`config.mk`:
```
export PLATFORM = sky130hd
export DESIGN_NAME = quoted_token_lexer
export DESIGN_NICKNAME = d
export VERILOG_FILES = /design/src/qtl_pkg.sv /design/src/qtl_front.sv /design/src/qtl_back.sv /design/src/quoted_token_lexer.sv
export SDC_FILE = /design/constraint.sdc
export NUM_CORES = 1
export LEC_CHECK = 0
export BUFFER_PORTS_ARGS = -buffer_cell sky130_fd_sc_hd__buf_2
export CAP_MARGIN = 10
export CORE_MARGIN = 2
export CORE_UTILIZATION = 30
export CTS_BUF_LIST = sky130_fd_sc_hd__clkbuf_8
export DETAILED_ROUTE_END_ITERATION = 8
export GPL_TIMING_DRIVEN = 0
export PLACE_DENSITY = 0.42
export SLEW_MARGIN = 10
export SYNTH_ARGS = -nofsm -noshare
export SYNTH_HDL_FRONTEND = slang
export SYNTH_SLANG_ARGS = --single-unit
export TNS_END_PERCENT = 5
```
`constraint.sdc`:
```
create_clock -name clk -period 4.9 [get_ports clk]
set_input_delay 0.98 -clock clk [delete_from_list [all_inputs] [get_ports clk]]
set_output_delay 0.98 -clock clk [all_outputs]
set_load 0.005 [all_outputs]
```
`src/qtl_pkg.sv`:
```
// qtl_pkg: shared types, codes and constants of the quoted token lexer.
// Used by qtl_front, qtl_back and quoted_token_lexer; no dependencies.
package qtl_pkg;

  // longest kept token is MAX_TOKEN-1 bytes
  localparam int MAX_TOKEN = 128;
  localparam int LEN_W     = $clog2(MAX_TOKEN);

  // queue sizes between front, back and the result side
  localparam int OPQ_DEPTH  = 4;
  localparam int OPQ_AW     = $clog2(OPQ_DEPTH);
  localparam int OUTQ_DEPTH = 4;
  localparam int OUTQ_AW    = $clog2(OUTQ_DEPTH);

  localparam logic [30:0] VALUE_MAX = 31'h7FFF_FFFF;

  // character constants
  localparam logic [7:0] CH_0     = 8'h30;
  localparam logic [7:0] CH_9     = 8'h39;
  localparam logic [7:0] CH_UA    = 8'h41;
  localparam logic [7:0] CH_UZ    = 8'h5A;
  localparam logic [7:0] CH_LA    = 8'h61;
  localparam logic [7:0] CH_LZ    = 8'h7A;
  localparam logic [7:0] CH_TAB   = 8'h09;
  localparam logic [7:0] CH_NL    = 8'h0A;
  localparam logic [7:0] CH_SPACE = 8'h20;
  localparam logic [7:0] CH_QUOTE = 8'h22;
  localparam logic [7:0] CH_BSL   = 8'h5C;
  localparam logic [7:0] CH_LN    = 8'h6E;
  localparam logic [7:0] CH_LT    = 8'h74;

  // operations handed from front to back
  typedef enum logic [1:0] {
    OP_KEEP,
    OP_END,
    OP_EOS
  } op_code_t;

  typedef struct packed {
    op_code_t   code;
    logic [7:0] ch;
  } op_t;

  // result kinds
  typedef enum logic [1:0] {
    KIND_BYTE = 2'd0,
    KIND_END  = 2'd1,
    KIND_EOS  = 2'd2
  } kind_t;

  // token classes
  typedef enum logic [1:0] {
    CLS_NUMBER = 2'd0,
    CLS_SYMBOL = 2'd1,
    CLS_NAME   = 2'd2
  } tok_class_t;

  typedef struct packed {
    kind_t       kind;
    logic [7:0]  out_char;
    tok_class_t  token_class;
    logic [30:0] number_value;
    logic [6:0]  token_length;
    logic        truncated;
    logic        last;
  } result_t;

  // handshake between front op queue and back
  typedef struct packed {
    logic valid;
    op_t  op;
  } op_link_t;

endpackage

```
`src/qtl_front.sv`:
```
// qtl_front: takes input bytes, tracks quote and escape state, and queues
// one operation per byte that has an effect. Depends on qtl_pkg.
module qtl_front (
  input  logic                clk,
  input  logic                rst,
  input  logic                push,
  output logic                full,
  input  logic [7:0]          in_byte,
  input  logic                end_of_input,
  output qtl_pkg::op_link_t   link,
  input  logic                take
);

  logic                     in_quotes;
  logic                     in_quotes_next;
  logic                     escape_pending;
  logic                     escape_pending_next;
  qtl_pkg::op_t             op_in;
  logic                     gen;
  logic                     accept;
  logic                     wr_en;
  logic                     rd_en;
  qtl_pkg::op_t             mem [qtl_pkg::OPQ_DEPTH];
  logic [qtl_pkg::OPQ_AW-1:0] wr_ptr;
  logic [qtl_pkg::OPQ_AW-1:0] rd_ptr;
  logic [qtl_pkg::OPQ_AW:0]   count;

  assign full   = (count == (qtl_pkg::OPQ_AW+1)'(qtl_pkg::OPQ_DEPTH));
  assign accept = push && !full;
  assign wr_en  = accept && gen;
  assign rd_en  = take && (count != '0);

  // classify the incoming byte
  always_comb begin
    op_in.code          = qtl_pkg::OP_KEEP;
    op_in.ch            = in_byte;
    gen                 = 1'b0;
    in_quotes_next      = in_quotes;
    escape_pending_next = escape_pending;
    if (end_of_input) begin
      op_in.code          = qtl_pkg::OP_EOS;
      gen                 = 1'b1;
      in_quotes_next      = 1'b0;
      escape_pending_next = 1'b0;
    end else if (in_byte == qtl_pkg::CH_NL) begin
      op_in.code          = qtl_pkg::OP_END;
      gen                 = 1'b1;
      in_quotes_next      = 1'b0;
      escape_pending_next = 1'b0;
    end else if (escape_pending) begin
      escape_pending_next = 1'b0;
      if (in_byte == qtl_pkg::CH_LN) begin
        op_in.ch = qtl_pkg::CH_NL;
        gen      = 1'b1;
      end else if (in_byte == qtl_pkg::CH_LT) begin
        op_in.ch = qtl_pkg::CH_TAB;
        gen      = 1'b1;
      end else if (in_byte == qtl_pkg::CH_BSL) begin
        gen = 1'b1;
      end
    end else if ((in_byte == qtl_pkg::CH_SPACE || in_byte == qtl_pkg::CH_TAB)
                 && !in_quotes) begin
      op_in.code = qtl_pkg::OP_END;
      gen        = 1'b1;
    end else if (in_byte == qtl_pkg::CH_QUOTE) begin
      in_quotes_next = !in_quotes;
    end else if (in_byte == qtl_pkg::CH_BSL) begin
      escape_pending_next = 1'b1;
    end else begin
      gen = 1'b1;
    end
  end

  // advance quote and escape state on each beat
  always_ff @(posedge clk) begin
    if (rst) begin
      in_quotes      <= 1'b0;
      escape_pending <= 1'b0;
    end else if (accept) begin
      in_quotes      <= in_quotes_next;
      escape_pending <= escape_pending_next;
    end
  end

  // op queue storage
  always_ff @(posedge clk) begin
    if (wr_en) begin
      mem[wr_ptr] <= op_in;
    end
  end

  // op queue pointers and fill count
  always_ff @(posedge clk) begin
    if (rst) begin
      wr_ptr <= '0;
      rd_ptr <= '0;
      count  <= '0;
    end else begin
      if (wr_en) begin
        wr_ptr <= wr_ptr + 1'b1;
      end
      if (rd_en) begin
        rd_ptr <= rd_ptr + 1'b1;
      end
      count <= count + (qtl_pkg::OPQ_AW+1)'(wr_en) - (qtl_pkg::OPQ_AW+1)'(rd_en);
    end
  end

  assign link.valid = (count != '0);
  assign link.op    = mem[rd_ptr];

endmodule

```
`src/qtl_back.sv`:
```
// qtl_back: carries out queued operations on the token state and queues
// the results for the output side. Depends on qtl_pkg.
module qtl_back (
  input  logic                clk,
  input  logic                rst,
  input  qtl_pkg::op_link_t   link,
  output logic                take,
  output logic                empty,
  input  logic                pop,
  output qtl_pkg::result_t    res_out
);

  logic [qtl_pkg::LEN_W-1:0]  kept_length;
  logic [qtl_pkg::LEN_W-1:0]  kept_length_next;
  qtl_pkg::tok_class_t        first_class;
  qtl_pkg::tok_class_t        first_class_next;
  logic                       digit_run_open;
  logic                       digit_run_open_next;
  logic [30:0]                running_value;
  logic [30:0]                running_value_next;
  logic                       cut_off;
  logic                       cut_off_next;
  logic                       eos_phase;
  logic                       eos_phase_next;

  qtl_pkg::result_t           res;
  logic                       emit;
  logic                       go;
  logic                       is_digit;
  logic                       is_alpha;
  logic                       run_open;
  logic [34:0]                prod;
  logic [7:0]                 len8;
  logic                       token_open;

  qtl_pkg::result_t           mem [qtl_pkg::OUTQ_DEPTH];
  logic [qtl_pkg::OUTQ_AW-1:0] wr_ptr;
  logic [qtl_pkg::OUTQ_AW-1:0] rd_ptr;
  logic [qtl_pkg::OUTQ_AW:0]   count;
  logic                        wr_en;
  logic                        rd_en;

  assign go         = link.valid &&
                      (count != (qtl_pkg::OUTQ_AW+1)'(qtl_pkg::OUTQ_DEPTH));
  assign is_digit   = (link.op.ch >= qtl_pkg::CH_0) && (link.op.ch <= qtl_pkg::CH_9);
  assign is_alpha   = ((link.op.ch >= qtl_pkg::CH_UA) && (link.op.ch <= qtl_pkg::CH_UZ)) ||
                      ((link.op.ch >= qtl_pkg::CH_LA) && (link.op.ch <= qtl_pkg::CH_LZ));
  assign token_open = (kept_length != '0);
  assign run_open   = token_open ? digit_run_open : is_digit;
  assign prod       = {1'b0, running_value, 3'b000} + {3'b000, running_value, 1'b0}
                      + {31'd0, link.op.ch[3:0] - 4'd0};
  assign len8       = 8'(kept_length);

  // execute one operation
  always_comb begin
    kept_length_next    = kept_length;
    first_class_next    = first_class;
    digit_run_open_next = digit_run_open;
    running_value_next  = running_value;
    cut_off_next        = cut_off;
    eos_phase_next      = eos_phase;
    emit                = 1'b0;
    take                = 1'b0;

    res.kind         = qtl_pkg::KIND_END;
    res.out_char     = '0;
    res.token_class  = first_class;
    res.number_value = (first_class == qtl_pkg::CLS_NUMBER) ? running_value : '0;
    res.token_length = len8[6:0];
    res.truncated    = cut_off;
    res.last         = 1'b1;

    case (link.op.code)
      qtl_pkg::OP_KEEP: begin
        take = 1'b1;
        if (kept_length >= qtl_pkg::LEN_W'(qtl_pkg::MAX_TOKEN - 1)) begin
          cut_off_next = 1'b1;
        end else begin
          emit             = 1'b1;
          res.kind         = qtl_pkg::KIND_BYTE;
          res.out_char     = link.op.ch;
          res.token_class  = qtl_pkg::CLS_NUMBER;
          res.number_value = '0;
          res.token_length = '0;
          res.truncated    = 1'b0;
          if (!token_open) begin
            if (is_digit) begin
              first_class_next = qtl_pkg::CLS_NUMBER;
            end else if (is_alpha) begin
              first_class_next = qtl_pkg::CLS_NAME;
            end else begin
              first_class_next = qtl_pkg::CLS_SYMBOL;
            end
          end
          digit_run_open_next = run_open;
          if (run_open) begin
            if (is_digit) begin
              // saturate at the largest 31-bit value
              if (prod > {4'd0, qtl_pkg::VALUE_MAX}) begin
                running_value_next = qtl_pkg::VALUE_MAX;
              end else begin
                running_value_next = prod[30:0];
              end
            end else begin
              digit_run_open_next = 1'b0;
            end
          end
          kept_length_next = kept_length + 1'b1;
        end
      end
      qtl_pkg::OP_END: begin
        take = 1'b1;
        emit = token_open;
        kept_length_next    = '0;
        first_class_next    = qtl_pkg::CLS_NUMBER;
        digit_run_open_next = 1'b0;
        running_value_next  = '0;
        cut_off_next        = 1'b0;
      end
      qtl_pkg::OP_EOS: begin
        emit = 1'b1;
        kept_length_next    = '0;
        first_class_next    = qtl_pkg::CLS_NUMBER;
        digit_run_open_next = 1'b0;
        running_value_next  = '0;
        cut_off_next        = 1'b0;
        if (!eos_phase && token_open) begin
          // flush the pending token first, keep the op for the stream end
          res.last       = 1'b0;
          eos_phase_next = 1'b1;
        end else begin
          take             = 1'b1;
          eos_phase_next   = 1'b0;
          res.kind         = qtl_pkg::KIND_EOS;
          res.token_class  = qtl_pkg::CLS_NUMBER;
          res.number_value = '0;
          res.token_length = '0;
          res.truncated    = 1'b0;
        end
      end
      default: begin
        take = 1'b1;
      end
    endcase

    if (!go) begin
      take = 1'b0;
      emit = 1'b0;
    end
  end

  // hold token state until an op is carried out
  always_ff @(posedge clk) begin
    if (rst) begin
      kept_length    <= '0;
      first_class    <= qtl_pkg::CLS_NUMBER;
      digit_run_open <= 1'b0;
      running_value  <= '0;
      cut_off        <= 1'b0;
      eos_phase      <= 1'b0;
    end else if (go) begin
      kept_length    <= kept_length_next;
      first_class    <= first_class_next;
      digit_run_open <= digit_run_open_next;
      running_value  <= running_value_next;
      cut_off        <= cut_off_next;
      eos_phase      <= eos_phase_next;
    end
  end

  assign wr_en = emit;
  assign rd_en = pop && (count != '0);

  // result queue storage
  always_ff @(posedge clk) begin
    if (wr_en) begin
      mem[wr_ptr] <= res;
    end
  end

  // result queue pointers and fill count
  always_ff @(posedge clk) begin
    if (rst) begin
      wr_ptr <= '0;
      rd_ptr <= '0;
      count  <= '0;
    end else begin
      if (wr_en) begin
        wr_ptr <= wr_ptr + 1'b1;
      end
      if (rd_en) begin
        rd_ptr <= rd_ptr + 1'b1;
      end
      count <= count + (qtl_pkg::OUTQ_AW+1)'(wr_en) - (qtl_pkg::OUTQ_AW+1)'(rd_en);
    end
  end

  assign empty   = (count == '0);
  assign res_out = mem[rd_ptr];

endmodule

```
`src/quoted_token_lexer.sv`:
```
// quoted_token_lexer: top level of the lexer, front classifier plus back
// token engine. Depends on qtl_pkg, qtl_front and qtl_back.
//
//   channel | handshake        | beat carries
//   --------+------------------+---------------------------------------------
//   input   | push / full      | in_byte, end_of_input
//   result  | empty / pop      | kind, out_char, token_class, number_value,
//           |                  | token_length, truncated, last
//
// One byte is taken per cycle while full is low; its op is registered in the
// op queue, its result in the result queue. The back engine sets the rate:
// one result per cycle unless stalled; end of stream first flushes any open token.
// Synchronous reset empties both four-entry queues and clears all state.
// full rises when four ops wait for the back engine; the back engine stalls
// while four results wait to be popped.
module quoted_token_lexer (
  input  logic        clk,
  input  logic        rst,
  input  logic        push,
  output logic        full,
  input  logic [7:0]  in_byte,
  input  logic        end_of_input,
  output logic        empty,
  input  logic        pop,
  output logic [1:0]  kind,
  output logic [7:0]  out_char,
  output logic [1:0]  token_class,
  output logic [30:0] number_value,
  output logic [6:0]  token_length,
  output logic        truncated,
  output logic        last
);

  qtl_pkg::op_link_t link;
  logic              take;
  qtl_pkg::result_t  res;

  // classify bytes and queue ops
  qtl_front u_front (
    .clk          (clk),
    .rst          (rst),
    .push         (push),
    .full         (full),
    .in_byte      (in_byte),
    .end_of_input (end_of_input),
    .link         (link),
    .take         (take)
  );

  // run the token engine and queue results
  qtl_back u_back (
    .clk     (clk),
    .rst     (rst),
    .link    (link),
    .take    (take),
    .empty   (empty),
    .pop     (pop),
    .res_out (res)
  );

  // drive result fields
  assign kind         = res.kind;
  assign out_char     = res.out_char;
  assign token_class  = res.token_class;
  assign number_value = res.number_value;
  assign token_length = res.token_length;
  assign truncated    = res.truncated;
  assign last         = res.last;

endmodule
```
# Word-level counts from Yosys, hierarchy flattened
# Memories as Yosys holds them, arrays and structs flattened. A register that Yosys moved wholly into a read port is not among the register bits.
# Index checks and enable logic that the tools add are counted.
dict set report word_totals {
  register_bits 59
  ramBits 248
  word_cells 152
  out_inout_bits 54
  in_bits 13
  mem_count 2
}
dict set report classes {
  mux 69
  n_reduce_logical 30
  n_addsub 11
  eq_ne 18
  magnitude_cmp 8
}
# name words width read_ports rd_ports_with_merged_regs write_ports line
set memory_table {}
lappend memory_table {u_back.mem 4 52 1 1 1 qtl_back.sv:36} ;# qtl_pkg::result_t mem [qtl_pkg::OUTQ_DEPTH];
lappend memory_table {u_front.mem 4 10 1 1 1 qtl_front.sv:23} ;# qtl_pkg::op_t mem [qtl_pkg::OPQ_DEPTH];
# cell n
set op_table {}
lappend op_table {{31-bit 2-to-1 mux} 5}
lappend op_table {{41-bit case mux with 2 select lines} 1}
lappend op_table {{31-bit case mux with 2 select lines} 1}
lappend op_table {{50-bit 2-to-1 mux} 1}
lappend op_table {{8-bit 2-to-1 mux} 6}
lappend op_table {{41-bit 2-to-1 mux} 1}
lappend op_table {{34-bit by 32-bit adder with 35-bit output} 1}
lappend op_table {{35-bit by 4-bit adder with 35-bit output} 1}
lappend op_table {{35-bit by 31-bit greater-than comparator with 1-bit output (second input constant)} 1}
lappend op_table {{1-bit 2-to-1 mux} 35}
lappend op_table {{8-bit by 7-bit equality test with 1-bit output (second input constant)} 3}
lappend op_table {{2-bit 2-to-1 mux} 12}
lappend op_table {{8-bit by 4-bit equality test with 1-bit output (second input constant)} 2}
lappend op_table {{8-bit by 6-bit equality test with 1-bit output (second input constant)} 2}
lappend op_table {{8-bit by 7-bit greater-or-equal comparator with 1-bit output (second input constant)} 2}
lappend op_table {{8-bit by 7-bit <= comparator with 1-bit output (second input constant)} 2}
lappend op_table {{7-bit case mux with 2 select lines} 1}
lappend op_table {{1-bit logical AND} 10}
lappend op_table {{3-bit nonzero test} 3}
lappend op_table {{2-bit by 1-bit adder with 2-bit output (second input constant)} 4}
lappend op_table {{8-bit by 6-bit greater-or-equal comparator with 1-bit output (second input constant)} 1}
lappend op_table {{8-bit by 6-bit <= comparator with 1-bit output (second input constant)} 1}
lappend op_table {{2-bit case mux with 2 select lines} 2}
lappend op_table {{4-bit AND reduction} 2}
lappend op_table {{other kinds (24)} 36}

# Logic depth before layout (Yosys ltp)
# Gate-level depths: netlist of the first run.
dict set report depth {
  ltp_word 10
  depth_mapped 16
  ltp_nobuf 15
}

# Cells and area by module
# A second synthesis of the first run with hierarchy kept.
dict set report unflattened {
  hier_cells 992
  hier_area_um2 14470.1
}
# module cells_each area_per_inst_um2 seq_area_each_um2 instances
set modules_own_cells {}
lappend modules_own_cells {qtl_back 843 12194.2 7287.0 1}
lappend modules_own_cells {qtl_front 149 2275.9 1421.4 1}

# Least setup slack after synthesis of the first run
# OpenSTA, ideal clock, no wires.
dict set report synth_path {
  path_kind {register to register}
  start {reg with a tool-made name}
  end {reg u_back.running_value[29]}
  n_path_buf 2
  path_stages_with_launch 16
  setup_ns 0.143
  arrival_time_ns 3.772
  synth_period_minus_slack_ns 3.915
  required_time_ns 4.757
  slack_ns 0.985
  cell_sequence {dfxtp_1 > buf_4 > mux4_2 > inv_1 > fa_1 > inv_1 > ha_1 > a211oi_1 > o21a_2 > a2111oi_2 > a2111o_1 > a2111o_1 > a31oi_1 > o311a_2 > buf_6 > a41oi_1}
}
# element line
set synth_lines {}
lappend synth_lines {{end signal, assigned} qtl_back.sv:165} ;# running_value <= running_value_next;
lappend synth_lines {{end, declared} qtl_back.sv:19} ;# logic [30:0] running_value;

==> impl_results.md, run 1 <==
* CP required at 5.38 ns
* CTS H-tree lvls at 2
* Critical Path Fanout Max at 10
* Final #Nets at 1262
* HPWL after DPL at 24100 um
* Vias/cell at 4.92
* Top Usage Layer GRT: met2
* Clock latency on the worst-skew pair at 0.64 ns
* Clock Skew at 0.0394 ns
* R2r setup slk at 0.34 ns
* Violation count after the first detailed-routing iteration at 509
* Global-route wire length before repair at 54400 um
* Area Growth Syn to Fin at 15.5%
* Crit start category: flop
* Vias in the first global route at 9228
* Class of the worst hold path: flop to flop
* Setup ws final at 0.338 ns
* Num CTS Buffers at 53
* CP arrival at 5.05 ns
* Slew HR at 0.257
* CTS tree: done
* Worst VDD drop at 0.000268 V
* Slew Limit Fails at 0
* Fin util at 0.349
* Area contributors post-synth: edfxtp_1, mux4_2, dfxtp_1
* Mapped Cells at 1043
* Starting Density at 0.302
* GR Util met3 at 0.0235
* R2r endpoint: u_back.running_value[15]
* Seq/Total Area, Yosys at 0.592
* Initial antenna violation count at 0
* Setup Viol. Count Final at 0
* Clock Tree Root: clkbuf_8
* Synth Cell Area at 14700 sq um
* Die area at 50800 sq um
* Reg clk slew, reported paths at 0.06 ns
* Cell taking the most area after synthesis: edfxtp_1
* Max Clock Freq at 219 MHz
* Post CTS Setup Buffer Count at 0
* Final setup TNS at 0 ns
* Post-Synth XOR/XNOR Area at 0.0226
* Fin. Hold Viols at 0
* Post-route antenna net violation count at 0
* Router iterations before antenna repair at 5
* Synthesized flop and latch total at 311
* Max-cap viol count at 0
* Async SR Flop Fraction at 0
* Avg Cell Area, Syn at 14.1 sq um
* Post-Syn Nets at 1139
* Hold_sp: u_back.first_class[0]
* Pwr dens at 486 nW/um^2
* Routing usage on met2 at 0.221
* Syn. warnings at 0
* Port Buffers at 65
* Post-synth top area share at 0.506
* Synth Area in Adders at 0.0726
* Synth Area in Compound Gates at 0.0973
* Largest net degree at the start of global routing at 42
* Ports at 67
* Pleak at 6.07 nW
* Worst Hold Path Cells at 2
* CTS Sinks at 311
* Kind of critical path: flop to flop
* Routability Congestion at 0.783
* R2R depth at 14
* Routed WL at 35000 um
* DR vias at 9015
* Post-Synth Simple-Gate Area at 0.0906
* CTS max path bufs at 3
* Top FF cell, synth: edfxtp_1
* Die Y at 225 um
* Share of layout cells above drive strength 1 at 0.205
* # DRC at 0
* Power, Total at 0.00825 W
* Post-synthesis mux area share at 0.0985
* Post-route minimum period at 4.56 ns
* Outcome: finished clean
* Gr usage total at 0.140
* Grt total ovfl at 0
* Worst-Margin Slew at 1.11 ns
* Fillers at 4728
* Pre-CTS setup slack at -0.351 ns
* Hold Crit Endpoint: u_back.first_class[0]
* Met1 Track Usage GR at 0.198
* Critical Path Sink Type: flop
* Unique cell type count in the Yosys netlist at 69
* Chip width at 225 um
* Per-cell routed wire length at 19.1 um
* Core area at 48600 sq um
* Site Rows at 81
* Final period util at 0.931
* Post-synth EDFFs at 248
* Largest family of logic cells by synthesized area: multiplexers
* RSZ-0062 raised after global routing: false
==> synth_stat cells (3+ instances only) <==
master	instances
inv_1	34
and3_1	9
mux2i_1	3
o21bai_1	4
o21a_1	3
xor2_1	21
buf_6	4
nor4_1	3
nand4_1	6
and2_1	49
a221oi_1	3
dfxtp_1	63
nand2b_1	7
a311oi_1	9
a21o_1	25
clkbuf_8	4
o211ai_1	7
buf_2	3
fa_1	4
edfxtp_1	248
nand2_1	77
a21oi_1	49
a21boi_0	11
or4_1	3
clkbuf_2	3
nor3_1	11
o31ai_1	3
a21o_2	9
clkbuf_1	23
nor2_1	53
mux4_2	62
xnor2_1	17
a31oi_1	10
o21ai_0	22
nor2b_1	16
o22ai_1	3
buf_1	5
nand3_1	10
nor3b_1	4
a211oi_1	5
ha_1	79
a41oi_1	22
==> repair_timing <==
action,in CTS,in global routing
resized for setup,2,2
endpoints found under the setup margin,30,25
hold buffers,0,0
==> area by class of cell <==
cell class,count,area (sq um),share of cell area
sequential,311,8710,0.513
multi-input combinational,653,5640,0.332
clock buffer,63,867,0.0510
tap,622,778,0.0458
timing repair buffer,69,435,0.0256
buffer,44,259,0.0152
clock inverter,34,171,0.0101
inverter,34,128,0.00751
antenna,1,2.50,0.000147
==> through the flow <==
step	instance area [sq um]	instances	hold WS [ns]
detailed placement	15900	1734	0.490
global placement	15800	1730	0.476
floorplan	14700	1043	0.440
global route	17000	1830	0.516
finish	17000	1831	0.504
CTS	17000	1831	0.498
==> power breakdown <==
part | internal [W] | switching, W
clock | 0.00122 | 0.00106
sequential | 0.00333 | 0.000136
combinational | 0.00106 | 0.00144
total | 0.00561 | 0.00264
==> critical path: stages, from the launching register on <==
cell and delay (ns):
dfxtp_1 0.31, buf_4 0.23, mux4_2 0.59, inv_1 0.13, fa_1 0.46, fa_1 0.49, nor2b_1 0.16, o211ai_1 0.13
a31oi_1 0.42, a31oi_1 0.17, a211oi_2 0.43, a221oi_1 0.16, o211ai_1 0.21, clkbuf_2 0.36, a41oi_1 0.16
==> state kept, by name, indices dropped and copies added, names as in the netlist, named ones only <==
name                    count
u_front.rd_ptr              2
u_front.in_quotes           1
u_back.digit_run_open       1
u_front.mem                40
u_back.eos_phase            1
u_back.rd_ptr               2
u_back.running_value       31
u_back.kept_length          7
u_back.mem                208
u_back.wr_ptr               2
u_front.escape_pending      1
u_back.cut_off              1
u_back.count                3
u_front.count               3
u_front.wr_ptr              2
u_back.first_class          2
==> layout by cell type (no fill, tap or decap), types with 7 or more instances in the layout <==
cell and n:
nand2b_1 7, a311oi_1 9, a21oi_1 49, o211ai_1 7
xnor2_1 17, a31oi_1 10, mux4_2 62, and2_1 49
edfxtp_1 248, dfxtp_1 63, a21boi_0 11, o21ai_0 22
inv_1 54, nand3_1 10, clkbuf_1 20, clkinv_1 7
nor2_1 53, a41oi_1 22, xor2_1 21, ha_1 79
buf_2 68, nor2b_1 16, a21o_1 25, nand2_1 77
clkbuf_8 67, nor3_1 11, a21o_2 9
==> logic make-up after synthesis <==
group,Yosys count
AOI/OAI and AO/OA,203
DFF,311
xor gates and xnor gates,38
muxes,67
and+or+nand+nor,262
buffers and inverters,79
adders and majority gates,83
==> per-layer routing <==
| metal | vias up | routed length (um) |
|---|---|---|
| met2 | 168 | 15800 |
| met5 | - | 0 |
| met3 | 50 | 1430 |
| li1 | 4279 | - |
| met1 | 4518 | 17100 |
| met4 | 0 | 667 |
==> worst max-delay path by stage <==
stage / startpoint / to / slack [ns] / cells after the start
floorplan: flop / u_back.running_value[29] / 0.98 / 15
global placement: flop / u_back.mem[1][30] / -0.36 / 7
detailed placement: flop / u_back.running_value[9] / -0.35 / 14
CTS: flop / u_back.running_value[5] / 0.08 / 14
global route: flop / u_back.running_value[2] / 0.1 / 14
finish: flop / u_back.running_value[15] / 0.34 / 14
Power figures use the tool's default switching activity.
==> run 2, diff against run 1 <==
- CORE_UTILIZATION: 30 -> 50
- PLACE_DENSITY: 0.42 -> 0.64
==> impl_results.md, run 2 (same netlist as run 1, synthesis figures left out) <==
* Outcome: finished clean
* HPWL after DPL at 21000 um (-13%)
* Routed WL at 30400 um (-13%)
* CTS max path bufs at 3 (unchanged)
* Violation count after the first detailed-routing iteration at 603 (+18%)
* Pleak at 6.11 nW (+0.66%)
* Die Y at 176 um (-22%)
* Critical Path Sink Type: flop
* Highest-count cells in the layout ignoring fill and taps: edfxtp_1, ha_1, nand2_1
* # DRC at 0 (unchanged)
* Fin util at 0.582 (+0.233)
* Post-placement cell area at 15600 sq um (-1.9%)
* Critical-path cell list: buf_4 -> mux4_2 -> inv_1 -> fa_1 -> fa_1 -> nor2b_1 -> o211ai_1 -> a31oi_1 -> a31oi_1 -> a211oi_2 -> a221oi_1 -> o211ai_1 -> clkbuf_1 -> a41oi_1
* Slew HR at 0.404 (+0.147)
* Max-cap viol count at 0 (unchanged)
* Fin. Hold Viols at 0 (unchanged)
* Final period util at 0.920 (-0.0112)
* Starting Density at 0.510 (+0.207)
* Hold_sp: u_back.cut_off
* Routability Congestion at 0.868 (+11%)
* RSZ-0062 raised after global routing: false
* Setup ws final at 0.393 ns (+0.0549 ns)
* Worst path max stage delay at 0.59 ns (about the same)
* Ports at 67 (unchanged)
* Core area at 28900 sq um (-41%)
* Reg clk slew, reported paths at 0.06 ns (about the same)
* Class of the worst hold path: flop to flop
* Clock latency on the worst-skew pair at 0.59 ns (-0.05 ns)
* CP arrival at 4.93 ns (-0.12 ns)
* Largest net degree at the start of global routing at 48 (+14%)
* Final #Nets at 1260 (-0.16%)
* Max reg flops at 208 (unchanged)
* Kind of critical path: flop to flop
* Chip width at 176 um (-22%)
* Pwr dens at 500 nW/um^2 (+3.0%)
* Router iterations before antenna repair at 6 (+1)
* Site Rows at 62 (-23%)
* Largest registers: u_back.mem: 208 flops, u_front.mem: 40 flops, u_back.running_value: 31 flops
* Clock share of power at 0.295 (+0.019)
* Worst-Margin Slew at 0.893 ns (-0.218 ns)
* Antenna cells at 0 (-1)
* CP required at 5.32 ns (-0.06 ns)
* Grt total ovfl at 0 (unchanged)
* Post-route minimum period at 4.51 ns (-0.0549 ns)
* Pre-CTS setup slack at 0.0481 ns (+0.399 ns)
* Per-cell routed wire length at 19.1 um (-0.17%)
* CP max-delay cell: mux4_2
* Die area at 30800 sq um (-39%)
* Num CTS Buffers at 51 (-3.8%)
* NetSw at 0.00255 W (-3.3%)
* Design area at 16800 sq um (-1.1%)
* Crit start category: flop
* Biggest register: u_back.mem
* Clock Skew at 0.0412 ns (+0.00175 ns)
* Setup Viol. Count Final at 0 (unchanged)
* Initial antenna violation count at 0 (unchanged)
* Global-route wire length before repair at 48400 um (-11%)
* R2r endpoint: u_back.running_value[3]
* Worst VDD drop at 0.000236 V (-12%)
* Int Pwr at 0.00586 W (+4.4%)
* Slew Limit Fails at 0 (unchanged)
* Area Growth Syn to Fin at 14.2%
* Gr usage total at 0.201 (+0.0605)
* Vias/cell at 5.70 (+16%)
* Worst Hold Path Cells at 2 (unchanged)
* Switching share of total power at 0.303 (-0.0164)
* Sequential Power Share at 0.413 (-0.007)
* Combinational power share at 0.292 (-0.012)
* Max Clock Freq at 222 MHz (+1.2%)
* Post-route antenna net violation count at 0 (unchanged)
* R2r setup slk at 0.39 ns (+0.05 ns)
* Commonest non-fill, non-tap cell in the layout: edfxtp_1
* Share of layout cells above drive strength 1 at 0.209 (+0.00348)
* R2R depth at 14 (unchanged)
* Port Buffers at 65 (unchanged)
* CTS tree: done
* DR vias at 9066 (+0.57%)
* Vias in the first global route at 9047 (-2.0%)
* Critical Path Fanout Max at 10 (unchanged)
* Clock Tree Root: clkbuf_8
* Hold Crit Endpoint: u_back.cut_off
* CTS Sinks at 311 (unchanged)
* CTS H-tree lvls at 2 (unchanged)
-- run 2: cell count changes in the layout (fill, tap and decap cells not counted), sizes merged --
| cell | delta |
|---|---|
| bufinv | +5 |
| clkbuf | -1 |
| diode | -1 |
| inv | -5 |
-- run 2: critical path, delay by kind of cell (launching register included) --
family,cells,cell delay [ns]
buf+inv,3,0.80
fa+ha+maj,2,0.94
mux,1,0.59
simple gates,1,0.17
flops,1,0.30
compound gates,7,1.56
-- run 2: worst max-delay path by stage --
stage               start                       end
floorplan            flop  u_back.running_value[29]
global placement     flop         u_back.mem[3][21]
detailed placement   flop  u_back.running_value[13]
CTS                  flop  u_back.running_value[13]
global route         flop   u_back.running_value[3]
finish               flop   u_back.running_value[3]
-- run 2: area by class of cell --
class | count | area (sq um)
tap | 384 | 480
multi-input combinational | 653 | 5640
fill | 2365 | 12100
buffer | 44 | 258
timing repair buffer | 69 | 435
clock buffer | 62 | 853
sequential | 311 | 8710
clock inverter | 34 | 300
inverter | 34 | 128
-- run 2: what timing repair did --
action	in CTS	in global routing
hold endpoints to repair	0	0
setup endpoints to repair	0	29
resized for setup	0	3
hold buffers	0	0
setup buffers	0	0
-- run 2: layer usage --
metal / global-route usage / up-vias / wire length, um
li1: - / 4287 / -
met1: 0.297 / 4533 / 14800
met2: 0.314 / 196 / 13800
met3: 0.0299 / 50 / 1290
met4: 0.0517 / 0 / 535
met5: 0 / - / 0
-- run 2: metrics by stage --
stage,hold WS (ns),power [W],cells,setup TNS (ns)
finish,0.505,0.00841,1591,0
global route,0.539,0.00887,1591,0
CTS,0.501,0.00850,1592,0
global placement,0.478,0.00594,1492,-5.84
floorplan,0.440,0.00512,1043,0
detailed placement,0.491,0.00602,1496,0
-- run 2: power by group through the flow --
stage                     Combinational [W]  Sequential [W]  Clock (W)
after floorplan                     0.00164         0.00348          0
after global placement              0.00241         0.00353          0
after detailed placement            0.00250         0.00352          0
after CTS                           0.00251         0.00346    0.00253
after global routing                0.00272         0.00351    0.00264
final                               0.00246         0.00347    0.00248
==> run 3, diff against run 2 <==
- PLACE_DENSITY: 0.64 -> unset
- PLACE_DENSITY_LB_ADDON: unset -> 0.1
==> impl_results.md, run 3 (same netlist as run 1, synthesis figures left out) <==
* Outcome: finished clean
* CTS Sinks at 311 (unchanged)
* Post-route minimum period at 4.56 ns (+0.0485 ns)
* Core area at 28900 sq um (unchanged)
* Global-route wire length before repair at 48800 um (+0.70%)
* Dpl cells at 1496 (unchanged)
* CP max-delay cell: mux4_2
* CP arrival at 4.96 ns (+0.03 ns)
* Clock Skew at 0.0202 ns (-0.0210 ns)
* Routing usage on met2 at 0.317 (+0.00295)
* Clock Tree Root: clkbuf_8
* Critical Path Sink Type: flop
* R2R depth at 14 (unchanged)
* Worst-Margin Slew at 0.888 ns (-0.00490 ns)
* Critical-path cell list: buf_4 -> mux4_2 -> inv_1 -> fa_1 -> fa_1 -> nor2b_1 -> o211ai_1 -> a31oi_1 -> a31oi_1 -> a211oi_2 -> a221oi_1 -> o211ai_1 -> clkbuf_1 -> a41oi_1
* HPWL after DPL at 21100 um (+0.57%)
* Largest registers: u_back.mem: 208 flops, u_front.mem: 40 flops, u_back.running_value: 31 flops
* Post-route antenna net violation count at 0 (unchanged)
* DR vias at 8844 (-2.4%)
* Post-Layout Cell Count at 1589 (-0.13%)
* Vias in the first global route at 8991 (-0.62%)
* Highest-count cells in the layout ignoring fill and taps: edfxtp_1, ha_1, nand2_1
* Max reg flops at 208 (unchanged)
* Router iterations before antenna repair at 5 (-1)
* Max Clock Freq at 219 MHz (-1.1%)
* Die Y at 176 um (unchanged)
* Worst path max stage delay at 0.58 ns (about the same)
* Critical Path Fanout Max at 10 (unchanged)
* # DRC at 0 (unchanged)
* Kind of critical path: flop to flop
* Fin. Hold Viols at 0 (unchanged)
* Pre-CTS setup slack at 0.0128 ns (-0.0353 ns)
* Met1 Track Usage GR at 0.300 (+0.00251)
* Starting Density at 0.510 (unchanged)
* Post CTS Setup Buffer Count at 0 (unchanged)
* Initial antenna violation count at 0 (unchanged)
* Area Growth Syn to Fin at 12.9%
* Chip width at 176 um (unchanged)
* Hold_sp: u_back.eos_phase
* CP required at 5.30 ns (-0.02 ns)
* Biggest register: u_back.mem
* Max-cap viol count at 0 (unchanged)
* Pwr dens at 482 nW/um^2 (-3.7%)
* CTS tree: done
* Setup Viol. Count Final at 0 (unchanged)
* Final setup TNS at 0 ns (unchanged)
* Routability Congestion at 0.847 (-2.4%)
* Site Rows at 62 (unchanged)
* Antenna cells at 0 (unchanged)
* Share of layout cells above drive strength 1 at 0.203 (-0.00546)
* Crit start category: flop
* Commonest non-fill, non-tap cell in the layout: edfxtp_1
* Num CTS Buffers at 50 (-2.0%)
* Per-cell routed wire length at 19.2 um (+0.41%)
* Largest net degree at the start of global routing at 38 (-21%)
* Class of the worst hold path: flop to flop
* Worst Hold Path Cells at 2 (unchanged)
* Slew HR at 0.408 (+0.00327)
* GR Util met3 at 0.0340 (+0.00411)
* Gr usage total at 0.203 (+0.00230)
* Ports at 67 (unchanged)
* Grt total ovfl at 0 (unchanged)
* RSZ-0062 raised after global routing: false
* Worst VDD drop at 0.000210 V (-11%)
* Final period util at 0.930 (+0.00989)
* Die area at 30800 sq um (unchanged)
* Top Usage Layer GRT: met2
* Slew Limit Fails at 0 (unchanged)
* CTS max path bufs at 3 (unchanged)
* Final #Nets at 1259 (-0.079%)
* Pleak at 6.00 nW (-1.8%)
* Port Buffers at 65 (unchanged)
* CTS H-tree lvls at 2 (unchanged)
* Reg clk slew, reported paths at 0.06 ns (about the same)
* Routed WL at 30500 um (+0.28%)
* Vias/cell at 5.57 (-2.3%)
* Violation count after the first detailed-routing iteration at 622 (+3.2%)
* Clock latency on the worst-skew pair at 0.56 ns (-0.03 ns)
* Setup ws final at 0.344 ns (-0.0485 ns)
* Hold_ws at 0.493 ns (-0.0120 ns)
## run 3: cell count changes in the layout (fill, tap and decap cells not counted), sizes merged
cell | previous run | this run
inv | 51 | 49
clkbuf | 91 | 82
clkinv | 11 | 22
clkinvlp | 0 | 2
bufinv | 6 | 2
## run 3: final cells by class
class | count | area [sq um]
clock inverter | 41 | 234
sequential | 311 | 8710
multi-input combinational | 653 | 5640
fill | 2362 | 12300
buffer | 44 | 258
tap | 384 | 480
clock buffer | 53 | 729
inverter | 34 | 128
timing repair buffer | 69 | 428
## run 3: report_power, final
| part | internal [W] | leakage [nW] | switching [W] |
|---|---|---|---|
| sequential | 0.00333 | 2.74 | 0.000142 |
| clock | 0.00111 | 0.548 | 0.000985 |
| combinational | 0.00105 | 2.71 | 0.00137 |
## run 3: path summary, 6_finish.rpt
check	endpoint	slack (ns)
min reg2reg	u_back.eos_phase	0.49
max reg2reg	u_back.running_value[9]	0.34
min	u_back.eos_phase	0.49
max	u_back.running_value[9]	0.34
## run 3: per-stage QoR
step / area (sq um) / power [W] / utilization
final: 16600 / 0.00800 / 0.575
after global routing: 16600 / 0.00847 / 0.575
after CTS: 16600 / 0.00812 / 0.575
after detailed placement: 15600 / 0.00599 / 0.542
after global placement: 15500 / 0.00592 / 0.538
after floorplan: 14700 / 0.00512 / -
## run 3: routing by layer
metal / routed length, um / vias up
met3: 1470 / 43
met2: 13900 / 186
met1: 14700 / 4337
met4: 406 / 0
met5: 0 / -
li1: - / 4278
## run 3: what timing repair did
action	CTS	global route
pin swaps	0	0
endpoints found under the setup margin	3	30
hold buffers	0	0
gates resized for setup	0	3
## run 3: worst max-delay path: cells and delay by family (launching register included)
kind / cells / cell delay, ns
AO/OA/AOI/OAI: 7 / 1.59
adder cells (fa/ha/maj): 2 / 0.95
buffers and inverters: 3 / 0.77
flip-flops: 1 / 0.32
multiplexers: 1 / 0.58
AND/OR/NAND/NOR: 1 / 0.19
